==> config.mk <==
export PLATFORM = sky130hd
export DESIGN_NAME = cc_cv_charge_controller
export DESIGN_NICKNAME = d
export VERILOG_FILES = /design/src/rtl/cccv_pkg.sv /design/src/rtl/cc_cv_charge_controller.sv /design/src/rtl/cccv_cfg.sv /design/src/rtl/cccv_step.sv
export SDC_FILE = /design/constraint.sdc
export NUM_CORES = 1
export LEC_CHECK = 0
export BUFFER_PORTS_ARGS = -buffer_cell sky130_fd_sc_hd__buf_4
export CAP_MARGIN = 30
export CORE_UTILIZATION = 35
export DETAILED_ROUTE_END_ITERATION = 8
export REMOVE_ABC_BUFFERS = 1
export SYNTH_ARGS = -nofsm -noshare
export SYNTH_HDL_FRONTEND = slang
export SYNTH_SLANG_ARGS = --single-unit
==> constraint.sdc <==
create_clock -name clk_i -period 7.4 [get_ports clk_i]
set_clock_uncertainty 0.1 [all_clocks]
set_input_delay 1.48 -clock clk_i [delete_from_list [all_inputs] [get_ports clk_i]]
set_output_delay 1.48 -clock clk_i [all_outputs]
set_load 0.05 [all_outputs]
==> src/rtl/cccv_pkg.sv <==
`default_nettype none

package cccv_pkg;

  localparam int unsigned PwmMax   = 1350;
  localparam int unsigned PwmFloor = 50;
  localparam int unsigned SettleMs = 100;

  localparam int unsigned DutyW = 11;
  localparam int unsigned ModeW = 3;
  localparam int unsigned FuncW = 2;
  localparam int unsigned CfgIdxW = 3;
  localparam int unsigned CfgDataW = 16;

  localparam logic [DutyW-1:0] PWM_MAX   = DutyW'(PwmMax);
  localparam logic [DutyW-1:0] PWM_FLOOR = DutyW'(PwmFloor);
  localparam logic [31:0]      SETTLE_MS = 32'(SettleMs);

  localparam logic [ModeW-1:0] MODE_OFF  = 3'd0;
  localparam logic [ModeW-1:0] MODE_IDLE = 3'd1;
  localparam logic [ModeW-1:0] MODE_CONN = 3'd2;
  localparam logic [ModeW-1:0] MODE_CC   = 3'd3;
  localparam logic [ModeW-1:0] MODE_CV   = 3'd4;
  localparam logic [ModeW-1:0] MODE_END  = 3'd5;

  localparam logic [FuncW-1:0] FUNC_UPDATE  = 2'd0;
  localparam logic [FuncW-1:0] FUNC_DISABLE = 2'd1;
  localparam logic [FuncW-1:0] FUNC_ENABLE  = 2'd2;

  localparam logic [CfgIdxW-1:0] REG_MIN_DOCKED  = 3'd0;
  localparam logic [CfgIdxW-1:0] REG_CONNECT     = 3'd1;
  localparam logic [CfgIdxW-1:0] REG_CUTOFF      = 3'd2;
  localparam logic [CfgIdxW-1:0] REG_STORAGE     = 3'd3;
  localparam logic [CfgIdxW-1:0] REG_MAX_CURRENT = 3'd4;
  localparam logic [CfgIdxW-1:0] REG_CV_CURRENT  = 3'd5;
  localparam logic [CfgIdxW-1:0] REG_CV_SWITCH   = 3'd6;
  localparam logic [CfgIdxW-1:0] REG_MAX_CHARGE  = 3'd7;

  typedef struct packed {
    logic [15:0] min_docked_mv;
    logic [15:0] connect_mv;
    logic [15:0] cutoff_mv;
    logic [15:0] storage_mv;
    logic [14:0] max_current_ma;
    logic [14:0] cv_current_ma;
    logic [15:0] cv_switch_mv;
    logic [15:0] max_charge_mv;
  } cfg_t;

  typedef struct packed {
    logic [FuncW-1:0]   func;
    logic [31:0]        now_ms;
    logic [15:0]        input_mv;
    logic [15:0]        battery_mv;
    logic [15:0]        charge_mv;
    logic signed [15:0] current_ma;
    logic signed [15:0] raw_current_ma;
  } item_t;

  typedef struct packed {
    logic [ModeW-1:0] mode;
    logic [DutyW-1:0] duty;
    logic             bus_enable;
    logic [31:0]      connect_time;
  } state_t;

  typedef struct packed {
    logic [DutyW-1:0]   pwm_duty;
    logic               hv_enable;
    logic [ModeW-1:0]   charge_mode;
    logic               offset_written;
    logic signed [15:0] offset_ma;
  } result_t;

endpackage

`default_nettype wire

==> src/rtl/cc_cv_charge_controller.sv <==
// CC/CV charge controller.
// Each item passes the input register, then the result register, before it reaches the outputs.
// Throughput: one item per cycle unless out_ready_i stalls; combinational step logic sets mode/duty.
// The result register lets a new item in while a finished result waits for out_ready_i.
// Reset: config registers take their default values, mode off, duty 0, bus off, no valid items.
`default_nettype none

module cc_cv_charge_controller (
  input  wire logic                          clk_i,
  input  wire logic                          rst_ni,
  input  wire logic                          cfg_valid_i,
  output logic                               cfg_ready_o,
  input  wire logic [cccv_pkg::CfgIdxW-1:0]  cfg_index_i,
  input  wire logic [cccv_pkg::CfgDataW-1:0] cfg_data_i,
  input  wire logic                          in_valid_i,
  output logic                               in_ready_o,
  input  wire logic [1:0]                    func_i,
  input  wire logic [31:0]                   now_ms_i,
  input  wire logic [15:0]                   input_mv_i,
  input  wire logic [15:0]                   battery_mv_i,
  input  wire logic [15:0]                   charge_mv_i,
  input  wire logic signed [15:0]            current_ma_i,
  input  wire logic signed [15:0]            raw_current_ma_i,
  output logic                               out_valid_o,
  input  wire logic                          out_ready_i,
  output logic [10:0]                        pwm_duty_o,
  output logic                               hv_enable_o,
  output logic [2:0]                         charge_mode_o,
  output logic                               offset_written_o,
  output logic signed [15:0]                 offset_ma_o
);

  cccv_pkg::cfg_t    cfg;
  cccv_pkg::item_t   s1_item_q;
  cccv_pkg::state_t  state_q, state_d;
  cccv_pkg::result_t res_d, res_q;
  logic              s1_valid_q, s1_valid_d;
  logic              out_valid_q, out_valid_d;
  logic              out_free, s1_move, in_xfer;

  assign cfg_ready_o = 1'b1;

  cccv_cfg u_cfg (
    .clk_i      (clk_i),
    .rst_ni     (rst_ni),
    .wr_en_i    (cfg_valid_i),
    .wr_index_i (cfg_index_i),
    .wr_data_i  (cfg_data_i),
    .cfg_o      (cfg)
  );

  assign out_free   = !out_valid_q || out_ready_i;
  assign s1_move    = s1_valid_q && out_free;
  assign in_ready_o = !s1_valid_q || out_free;
  assign in_xfer    = in_valid_i && in_ready_o;

  assign s1_valid_d  = in_xfer || (s1_valid_q && !out_free);
  assign out_valid_d = s1_move || (out_valid_q && !out_ready_i);

  always_ff @(posedge clk_i) begin
    if (in_xfer) begin
      s1_item_q.func           <= func_i;
      s1_item_q.now_ms         <= now_ms_i;
      s1_item_q.input_mv       <= input_mv_i;
      s1_item_q.battery_mv     <= battery_mv_i;
      s1_item_q.charge_mv      <= charge_mv_i;
      s1_item_q.current_ma     <= current_ma_i;
      s1_item_q.raw_current_ma <= raw_current_ma_i;
    end
    if (s1_move) begin
      res_q <= res_d;
    end
  end

  cccv_step u_step (
    .cfg_i   (cfg),
    .item_i  (s1_item_q),
    .state_i (state_q),
    .state_o (state_d),
    .res_o   (res_d)
  );

  always_ff @(posedge clk_i or negedge rst_ni) begin
    if (!rst_ni) begin
      s1_valid_q           <= 1'b0;
      out_valid_q          <= 1'b0;
      state_q.mode         <= cccv_pkg::MODE_OFF;
      state_q.duty         <= '0;
      state_q.bus_enable   <= 1'b0;
      state_q.connect_time <= '0;
    end else begin
      s1_valid_q  <= s1_valid_d;
      out_valid_q <= out_valid_d;
      if (s1_move) begin
        state_q <= state_d;
      end
    end
  end

  assign out_valid_o      = out_valid_q;
  assign pwm_duty_o       = res_q.pwm_duty;
  assign hv_enable_o      = res_q.hv_enable;
  assign charge_mode_o    = res_q.charge_mode;
  assign offset_written_o = res_q.offset_written;
  assign offset_ma_o      = res_q.offset_ma;

  a_duty_capped: assert property (@(posedge clk_i) disable iff (!rst_ni)
    out_valid_o |-> pwm_duty_o <= cccv_pkg::PWM_MAX)
    else $error("duty above cap");

  a_offset_cc: assert property (@(posedge clk_i) disable iff (!rst_ni)
    (out_valid_o && offset_written_o) |->
      (charge_mode_o == cccv_pkg::MODE_CC && hv_enable_o))
    else $error("offset captured outside connect-to-cc transition");

  a_stall_cause: assert property (@(posedge clk_i) disable iff (!rst_ni)
    !in_ready_o |-> (s1_valid_q && out_valid_q && !out_ready_i))
    else $error("input stalled without a full pipeline");

  a_state_hold: assert property (@(posedge clk_i) disable iff (!rst_ni)
    !s1_move |=> $stable(state_q))
    else $error("state changed without an item moving");

endmodule

`default_nettype wire

==> src/rtl/cccv_cfg.sv <==
`default_nettype none

module cccv_cfg (
  input  wire logic                          clk_i,
  input  wire logic                          rst_ni,
  input  wire logic                          wr_en_i,
  input  wire logic [cccv_pkg::CfgIdxW-1:0]  wr_index_i,
  input  wire logic [cccv_pkg::CfgDataW-1:0] wr_data_i,
  output cccv_pkg::cfg_t                     cfg_o
);

  cccv_pkg::cfg_t cfg_q, cfg_d;

  always_comb begin
    cfg_d = cfg_q;
    if (wr_en_i) begin
      case (wr_index_i)
        cccv_pkg::REG_MIN_DOCKED:  cfg_d.min_docked_mv  = wr_data_i;
        cccv_pkg::REG_CONNECT:     cfg_d.connect_mv     = wr_data_i;
        cccv_pkg::REG_CUTOFF:      cfg_d.cutoff_mv      = wr_data_i;
        cccv_pkg::REG_STORAGE:     cfg_d.storage_mv     = wr_data_i;
        cccv_pkg::REG_MAX_CURRENT: cfg_d.max_current_ma = wr_data_i[14:0];
        cccv_pkg::REG_CV_CURRENT:  cfg_d.cv_current_ma  = wr_data_i[14:0];
        cccv_pkg::REG_CV_SWITCH:   cfg_d.cv_switch_mv   = wr_data_i;
        cccv_pkg::REG_MAX_CHARGE:  cfg_d.max_charge_mv  = wr_data_i;
        default: cfg_d = cfg_q;
      endcase
    end
  end

  always_ff @(posedge clk_i or negedge rst_ni) begin
    if (!rst_ni) begin
      cfg_q.min_docked_mv  <= 16'd20000;
      cfg_q.connect_mv     <= 16'd30000;
      cfg_q.cutoff_mv      <= 16'd29000;
      cfg_q.storage_mv     <= 16'd26000;
      cfg_q.max_current_ma <= 15'd1500;
      cfg_q.cv_current_ma  <= 15'd150;
      cfg_q.cv_switch_mv   <= 16'd28000;
      cfg_q.max_charge_mv  <= 16'd29400;
    end else begin
      cfg_q <= cfg_d;
    end
  end

  assign cfg_o = cfg_q;

endmodule

`default_nettype wire

==> src/rtl/cccv_step.sv <==
`default_nettype none

module cccv_step (
  input  wire cccv_pkg::cfg_t    cfg_i,
  input  wire cccv_pkg::item_t   item_i,
  input  wire cccv_pkg::state_t  state_i,
  output cccv_pkg::state_t       state_o,
  output cccv_pkg::result_t      res_o
);

  logic signed [16:0] max_cur_s, cv_cur_s, cur_s;
  logic               bat_gt_cut, bat_lt_cut;
  logic [31:0]        elapsed;
  logic [cccv_pkg::ModeW-1:0] mode_eff;
  logic [cccv_pkg::DutyW-1:0] d1, d2;
  logic               wrote;

  assign max_cur_s  = $signed({2'b00, cfg_i.max_current_ma});
  assign cv_cur_s   = $signed({2'b00, cfg_i.cv_current_ma});
  assign cur_s      = $signed({item_i.current_ma[15], item_i.current_ma});
  assign bat_gt_cut = item_i.battery_mv > cfg_i.cutoff_mv;
  assign bat_lt_cut = item_i.battery_mv < cfg_i.cutoff_mv;
  assign elapsed    = item_i.now_ms - state_i.connect_time;

  always_comb begin
    state_o  = state_i;
    wrote    = 1'b0;
    d1       = state_i.duty;
    d2       = state_i.duty;
    mode_eff = state_i.mode;
    case (item_i.func)
      cccv_pkg::FUNC_DISABLE: state_o.mode = cccv_pkg::MODE_OFF;
      cccv_pkg::FUNC_ENABLE:  state_o.mode = cccv_pkg::MODE_IDLE;
      cccv_pkg::FUNC_UPDATE: begin
        if (item_i.input_mv < cfg_i.min_docked_mv) begin
          mode_eff = cccv_pkg::MODE_OFF;
        end
        state_o.mode = mode_eff;
        case (mode_eff)
          cccv_pkg::MODE_OFF: begin
            state_o.duty       = '0;
            state_o.bus_enable = 1'b0;
          end
          cccv_pkg::MODE_CONN: begin
            state_o.duty = '0;
            if (elapsed > cccv_pkg::SETTLE_MS) begin
              wrote              = 1'b1;
              state_o.bus_enable = 1'b1;
              state_o.mode       = cccv_pkg::MODE_CC;
            end
          end
          cccv_pkg::MODE_CC: begin
            if ((bat_gt_cut && state_i.duty != '0) ||
                (cur_s > max_cur_s && state_i.duty > cccv_pkg::PWM_FLOOR)) begin
              d1 = state_i.duty - 1'b1;
            end
            d2 = d1;
            if (bat_lt_cut && cur_s < max_cur_s && d1 < cccv_pkg::PWM_MAX) begin
              d2 = d1 + 1'b1;
            end
            state_o.duty = d2;
            if (item_i.charge_mv >= cfg_i.cv_switch_mv) begin
              state_o.mode = cccv_pkg::MODE_CV;
            end
          end
          cccv_pkg::MODE_CV: begin
            if (bat_lt_cut && item_i.charge_mv < cfg_i.max_charge_mv &&
                state_i.duty < cccv_pkg::PWM_MAX) begin
              d1 = state_i.duty + 1'b1;
            end
            d2 = d1;
            if ((bat_gt_cut && d1 != '0) ||
                (item_i.charge_mv > cfg_i.max_charge_mv && d1 > cccv_pkg::PWM_FLOOR)) begin
              d2 = d1 - 1'b1;
            end
            state_o.duty = d2;
            if (cur_s > cv_cur_s && d2 != '0) begin
              state_o.duty = d2 - 1'b1;
            end
            if (bat_gt_cut) begin
              state_o.mode = cccv_pkg::MODE_END;
            end
          end
          cccv_pkg::MODE_END: begin
            state_o.duty       = '0;
            state_o.bus_enable = 1'b0;
            if (item_i.battery_mv < cfg_i.storage_mv) begin
              state_o.mode = cccv_pkg::MODE_IDLE;
            end
          end
          default: begin
            if (item_i.input_mv >= cfg_i.connect_mv) begin
              state_o.mode         = cccv_pkg::MODE_CONN;
              state_o.bus_enable   = 1'b0;
              state_o.connect_time = item_i.now_ms;
            end
            state_o.duty = '0;
          end
        endcase
        if (state_o.duty > cccv_pkg::PWM_MAX) begin
          state_o.duty = cccv_pkg::PWM_MAX;
        end
      end
      default: state_o = state_i;
    endcase
  end

  always_comb begin
    res_o.pwm_duty       = state_o.duty;
    res_o.hv_enable      = state_o.bus_enable;
    res_o.charge_mode    = state_o.mode;
    res_o.offset_written = wrote;
    res_o.offset_ma      = wrote ? item_i.raw_current_ma : 16'sd0;
  end

endmodule

`default_nettype wire
; ---- Word level (Yosys, flattened, before mapping)
; Cells that the tools add are included.
; Widths: inputs -> output; s select.
[classes]
reduce_logical = 41
muxes = 31
n_lt_le_gt_ge = 17
n_addsub = 6
eq_ne = 13
n_bitwise = 1
[ops]
columns = operator, count
row1 = $mux 11, 13
row2 = $lt 16x16->1, 5
row3 = $gt 16x16->1, 4
row4 = $mux 44, 1
row5 = $mux 33, 1
row6 = $reduce_bool 11->1, 3
row7 = $sub 11x1->11 const B, 3
row8 = $ge 16x16->1, 2
row9 = $gt 32x7->1 const B, 1
row10 = $mux 32, 1
row11 = $sub 32x32->32, 1
row12 = $add 11x1->11 const B, 2
row13 = $gt 11x6->1 const B, 2
row14 = $lt 11x11->1 const B, 2
row15 = $pmux 11 s2, 1
row16 = $mux 3, 7
row17 = $eq 3x3->1 const B, 6
row18 = $reduce_and 2->1, 8
row19 = $pmux 3 s5, 1
row20 = $logic_and 1x1->1, 13
row21 = $eq 3x2->1 const B, 4
row22 = $gt 11x11->1 const B, 1
row23 = $pmux 3 s3, 1
row24 = $logic_not 3->1, 2
row25 = other kinds (12), 24
[word_totals]
regBits = 321
out_inout_bits = 35
in_bits = 138

; ---- Depth between registers and ports, before layout
[logic_depth]
ltp_word = 20
ltp_mapped = 28
ltp_nobuf = 24

; ---- Cells and area by module
; Synthesis repeated with hierarchy kept, for this count alone.
[hier_totals]
hier_cells = 1719
hier_area_um2 = 19397.4
[modules_own_cells]
columns = module, seq_area_each_um2, area_each_um2, instances, cells_per_inst
row1 = cccv_step, 0.0, 8176.6, 1, 1188
row2 = cc_cv_charge_controller, 5610.4, 6316.1, 1, 256
row3 = cccv_cfg, 3215.6, 4904.7, 1, 275

; ---- Least setup slack after synthesis
; OpenSTA, ideal clock, no wires.
[synth_timing]
path_type = flip-flop to flip-flop
startpoint = register u_cfg.cfg_q, in the netlist u_cfg.cfg_o[84]
endpoint = register res_q, in the netlist pwm_duty_o[2] (data pin)
setup_ps = 256
path_buffers = 4
arrival_ps = 5590
path_stages_with_launch = 24
path_slack_ps = 1453
required_time_ps = 7044
path_cell_list = dfstp_2 inv_1 ha_1 nand4_1 a2111o_1 nand3_1 clkbuf_1 nor2_1 xnor2_1 ha_1 clkbuf_1 nand3_2 or4_1 a21o_1 a22oi_2 or4b_1 buf_2 o31a_1 a211o_1 a311oi_1 nand4_1 o221a_2 buf_6 o22a_1
[synth_lines]
columns = element, line_no
row1 = "start, declared", cccv_cfg.sv:12  ; cccv_pkg::cfg_t cfg_q, cfg_d;
row2 = "start signal, assigned", cccv_cfg.sv:42  ; cfg_q <= cfg_d;
row3 = "end signal, assigned", cc_cv_charge_controller.sv:71  ; res_q <= res_d;
row4 = "end, declared", cc_cv_charge_controller.sv:36  ; cccv_pkg::result_t res_d, res_q;

==> summary.md <==
| Metric | Value |
|---|---|
| Final sum of negative setup slack | 0 ns |
| Antenna fix cells | 0 |
| Number of flops mapped to enable cells by yosys | between 100 and 150 |
| Post-CTS clock slew at the launch and capture registers of the worst setup and hold paths | roughly 0.060 ns |
| Clock latency reported for the late side of the worst-skew pair | 0.56 ns |
| First-pass DRT Iterations | 5 |
| Setup slack after placement | 1.08 ns |
| Critical path class | reg2reg |
| Max-cap viol count | 0 |
| Residual antenna-violating net count after detailed routing | 0 |
| Critical path endpoint category | flip-flop |
| Logic pwr share | 34.1% |
| Max-slew violations | 0 |
| Area added between synthesis and finish | 17.8% |
| Internal power of the cells | between 4 and 5 mW |
| Wl on met1 | between 20000 and 25000 um |
| Smallest setup slack after layout | between 1 and 1.5 ns |
| Uppermost layer routed | met5 |
| Cell count after synthesis | approximately 1800 |
| H-tree levels | 2 |
| Met2 Wirelength | 22500 um |
| Sequential Power Share | a little over a third |
| Area of the die | 0.0539 mm2 |
| Post-synthesis register bit count | between 300 and 400 |
| Pin count of the biggest net entering global routing | ~150 |
| Critical Path Source Type | flip-flop |
| Primary FF master, synth | sky130_fd_sc_hd__edfxtp_1 |
| Hold Buf Count CTS | 0 |
| Ratio of total power to cell area | between 200 and 300 mW/mm2 |
| Clock Power Share | between 20 and 30% |
| Run status | complete, no violations |
| Clock root buffer | sky130_fd_sc_hd__clkbuf_16 |
| Routed wire length | 46500 um |
| Number of design rule violations left after detail routing | 0 |
| Critical path, cell by cell | inv_1, ha_1, nand4_1, inv_1, a22oi_1, nand3_1, nor2_1, xnor2_1, ha_1, nand3_2, or4_1, a21o_1, a22oi_2, or4b_1, o31a_1, a211o_1, a311oi_1, nand4_1, o221a_2, o22a_1 |
| Register Area | just under 0.009 mm2 |
| Filler cells | roughly 5000 |
| Total number of clock tree sinks | 321 |
| Sequential-to-total area share from yosys stat | a little under half |
| VDD IR-drop max | about 210 uV |
| Floorplan core area | 0.0518 mm2 |
| Switching power summed over all nets | around 2.2 mW |
| Sw frac | about a third |
| Share of flip-flops with an asynchronous set or reset after synthesis | 54.5% |
| Weighted congestion reported at the end of routability-driven placement | 0.887 |
| Worst min-delay path category | reg2reg |
| Number of top-level pins | 173 |
| Final clock period utilization by the worst path | 86.3% |
| TritonCTS buffer count | 38 |
| Fmax | between 0.15 and 0.2 GHz |
| Critical path's largest stage delay | just over 0.6 ns |
| Clock Path Buffers | 3 |
| Post-route worst hold slack | between 0.3 and 0.4 ns |
| Number of gates resized after cts | 0 |
| First-pass GRT wire length | 74500 um |
| DR vias/cell | around 5.2 |
| Multi-input logic area | roughly 0.009 mm2 |
| CTS tree | done |
| Quantity of I/O buffers inserted on ports | 171 |
| Y dimension of the die | 232 um |
| HPWL reported at the end of detailed placement | 34400 um |
| Worst rel slew slack | 36.9% |
| Share of final-layout standard cells stronger than drive strength 1 | about 20% |
| Static leakage power | 9.52 nW |
| Final-report hold violation count | 0 |
| Cell with the biggest individual delay on the critical path | sky130_fd_sc_hd__or4b_1 |
| Die W | around 230 um |
| Via count of the first global-routing pass | between 10000 and 15000 |
| Initial standard-cell utilization of the core | between 30 and 40% |
| Yosys Warn Count | 0 |
| Buffer count from post-CTS setup fixing | 0 |
| Slew @ Worst Pin | 0.947 ns |
| Fin nets | ~2300 |
| DRC violation total after the first TritonRoute iteration | 785 |
| Routed wire length on met3 | about 2200 um |
| DR WL/cell | 17.4 um |
| Final critical-path required period | 6.38 ns |
| Worst path arrival time | around 6.6 ns |
| Standard-cell row count | 83 |
| Unrepaired setup endpoints after global routing | false |
| CP max FO | 12 |
| Netlist area before placement | ~0.019 mm2 |
| Vias after detailed routing | around 14000 |
| Initial antenna violation count | 6 |
| Overall fraction of global-route tracks in use | between 10% and 20% |
| GRT Residual Overflow | 0 |
| Required time reported for the critical path endpoint | 7.60 ns |
| Final setup violation count | 0 |
| Post-synthesis cell type count | 88 |
| Average cell area after synthesis | approximately 10 um2 |
[synthesized netlist by cell type, types with 14 or more instances]
cell / number / area share (%)
sky130_fd_sc_hd__nand2_1: 189 / 3.8
sky130_fd_sc_hd__inv_1: 188 / 3.8
sky130_fd_sc_hd__ha_1: 161 / 11
sky130_fd_sc_hd__edfxtp_1: 146 / 24
sky130_fd_sc_hd__o21ai_0: 144 / 3.9
sky130_fd_sc_hd__dfrtp_1: 125 / 17
sky130_fd_sc_hd__a21oi_1: 77 / 2.1
sky130_fd_sc_hd__mux2_2: 77 / 4.7
sky130_fd_sc_hd__nor2_1: 62 / 1.3
sky130_fd_sc_hd__clkbuf_1: 57 / 1.2
sky130_fd_sc_hd__a21o_1: 50 / 2.0
sky130_fd_sc_hd__dfstp_2: 50 / 7.1
sky130_fd_sc_hd__nand3_1: 44 / 1.2
sky130_fd_sc_hd__xnor2_1: 36 / 1.7
sky130_fd_sc_hd__nor3_1: 32 / 0.86
sky130_fd_sc_hd__and2_1: 27 / 0.91
sky130_fd_sc_hd__nand4_1: 19 / 0.64
sky130_fd_sc_hd__o21a_1: 18 / 0.73
sky130_fd_sc_hd__nand2b_1: 16 / 0.54
sky130_fd_sc_hd__a31oi_1: 15 / 0.51
sky130_fd_sc_hd__and3_1: 15 / 0.51
sky130_fd_sc_hd__o211ai_1: 14 / 0.57
sky130_fd_sc_hd__xor2_1: 14 / 0.66
[metal layers]
| metal | global-route usage, % | up-vias |
|---|---|---|
| li1 | - | 6824 |
| met1 | 22.0 | 6733 |
| met2 | 30.0 | 288 |
| met3 | 3.40 | 91 |
| met4 | 5.96 | 12 |
| met5 | 0 | - |
[state kept, by name, indices dropped and copies added, names as in the netlist, 3 cells and up]
name           count
state_q           47
s1_item_q        114
offset_ma_o       16
charge_mode_o      3
pwm_duty_o        11
u_cfg.cfg_o      126
[through the flow]
| step | std cells | power [mW] | util [%] | area [um2] |
|---|---|---|---|---|
| finish | 2673 | 6.40 | 42.2 | 21900 |
| global route | 2673 | 6.85 | 42.2 | 21900 |
| CTS | 2669 | 6.46 | 42.1 | 21800 |
| detailed placement | 2600 | 4.53 | 39.7 | 20600 |
| global placement | 2597 | 4.48 | 39.6 | 20500 |
| floorplan | 1732 | 3.95 | - | 18300 |
[placed cells by master, fill, tap and decap left out, types with 7 or more instances in the layout]
master,n
sky130_fd_sc_hd__a211o_1,9
sky130_fd_sc_hd__a211oi_1,8
sky130_fd_sc_hd__a21boi_0,11
sky130_fd_sc_hd__a21o_1,50
sky130_fd_sc_hd__a21oi_1,77
sky130_fd_sc_hd__a31o_2,7
sky130_fd_sc_hd__a31oi_1,15
sky130_fd_sc_hd__and2_1,26
sky130_fd_sc_hd__and3_1,15
sky130_fd_sc_hd__buf_4,184
sky130_fd_sc_hd__clkbuf_1,9
sky130_fd_sc_hd__clkbuf_16,39
sky130_fd_sc_hd__clkinv_1,7
sky130_fd_sc_hd__dfrtp_1,125
sky130_fd_sc_hd__dfstp_2,50
sky130_fd_sc_hd__edfxtp_1,146
sky130_fd_sc_hd__ha_1,161
sky130_fd_sc_hd__inv_1,188
sky130_fd_sc_hd__mux2_2,77
sky130_fd_sc_hd__nand2_1,189
sky130_fd_sc_hd__nand2b_1,16
sky130_fd_sc_hd__nand3_1,44
sky130_fd_sc_hd__nand4_1,19
sky130_fd_sc_hd__nor2_1,62
sky130_fd_sc_hd__nor2b_1,11
sky130_fd_sc_hd__nor3_1,30
sky130_fd_sc_hd__nor4_1,9
sky130_fd_sc_hd__o2111ai_1,7
sky130_fd_sc_hd__o211ai_1,14
sky130_fd_sc_hd__o21a_1,18
sky130_fd_sc_hd__o21ai_0,144
sky130_fd_sc_hd__o22ai_1,8
sky130_fd_sc_hd__o31ai_1,8
sky130_fd_sc_hd__or2_2,8
sky130_fd_sc_hd__or3_1,9
sky130_fd_sc_hd__xnor2_1,36
sky130_fd_sc_hd__xor2_1,14
[area by class of cell]
type,count,share of cell area [%]
well taps,680,3.89
clock buffers,48,4.62
repair buffers,192,6.84
inverters,188,3.23
multi-input cells,1223,40.1
flip-flops and latches,321,40.4
clock inverters,21,0.973
[worst max-delay path, delay by kind of cell, from the launching register on]
kind | cells | cell delay (ns)
xor+xnor | 1 | 0.24
compound gates | 8 | 2.09
buf+inv | 2 | 0.10
simple gates | 7 | 2.37
fa+ha+maj | 2 | 0.72
flops | 1 | 0.52
[path summary, 6_finish.rpt]
check | start | to | slack, ns | depth (start not counted)
hold / removal | s1_item_q[92] | state_q[12] | 0.39 | 2
setup / recovery | u_cfg.cfg_o[92] | pwm_duty_o[2] | 1.02 | 20
min in group asynchronous | rst_ni | state_q[15] | 0.69 | 1
setup reg to reg | u_cfg.cfg_o[92] | pwm_duty_o[2] | 1.02 | 20
max in group asynchronous | rst_ni | u_cfg.cfg_o[61] | 5.33 | 2
hold reg to reg | s1_item_q[92] | state_q[12] | 0.39 | 2
[kinds of logic (layout without fill, tap and decap cells)]
| group | count (synthesis) | count (layout) | share of synthesized area (%) |
|---|---|---|---|
| AOI/OAI and AO/OA | 454 | 454 | 16.3 |
| xor gates and xnor gates | 50 | 50 | 2.36 |
| adders and majority gates | 162 | 162 | 11.0 |
| buffers and inverters | 255 | 449 | 5.33 |
| DFF | 321 | 321 | 47.6 |
| muxes | 80 | 80 | 4.84 |
| other | 1 | 1 | 0.0202 |
| and+or+nand+nor | 476 | 476 | 12.6 |
[power groups by stage]
stage          combinational (mW)  sequential (mW)  clock [mW]
4_1_cts                      2.17             2.35        1.94
3_3_place_gp                 2.11             2.37           0
5_1_grt                      2.47             2.38        2.00
6_report                     2.18             2.34        1.88
3_5_place_dp                 2.16             2.38           0
2_1_floorplan                1.55             2.40           0
Power figures use the tool's default switching activity.
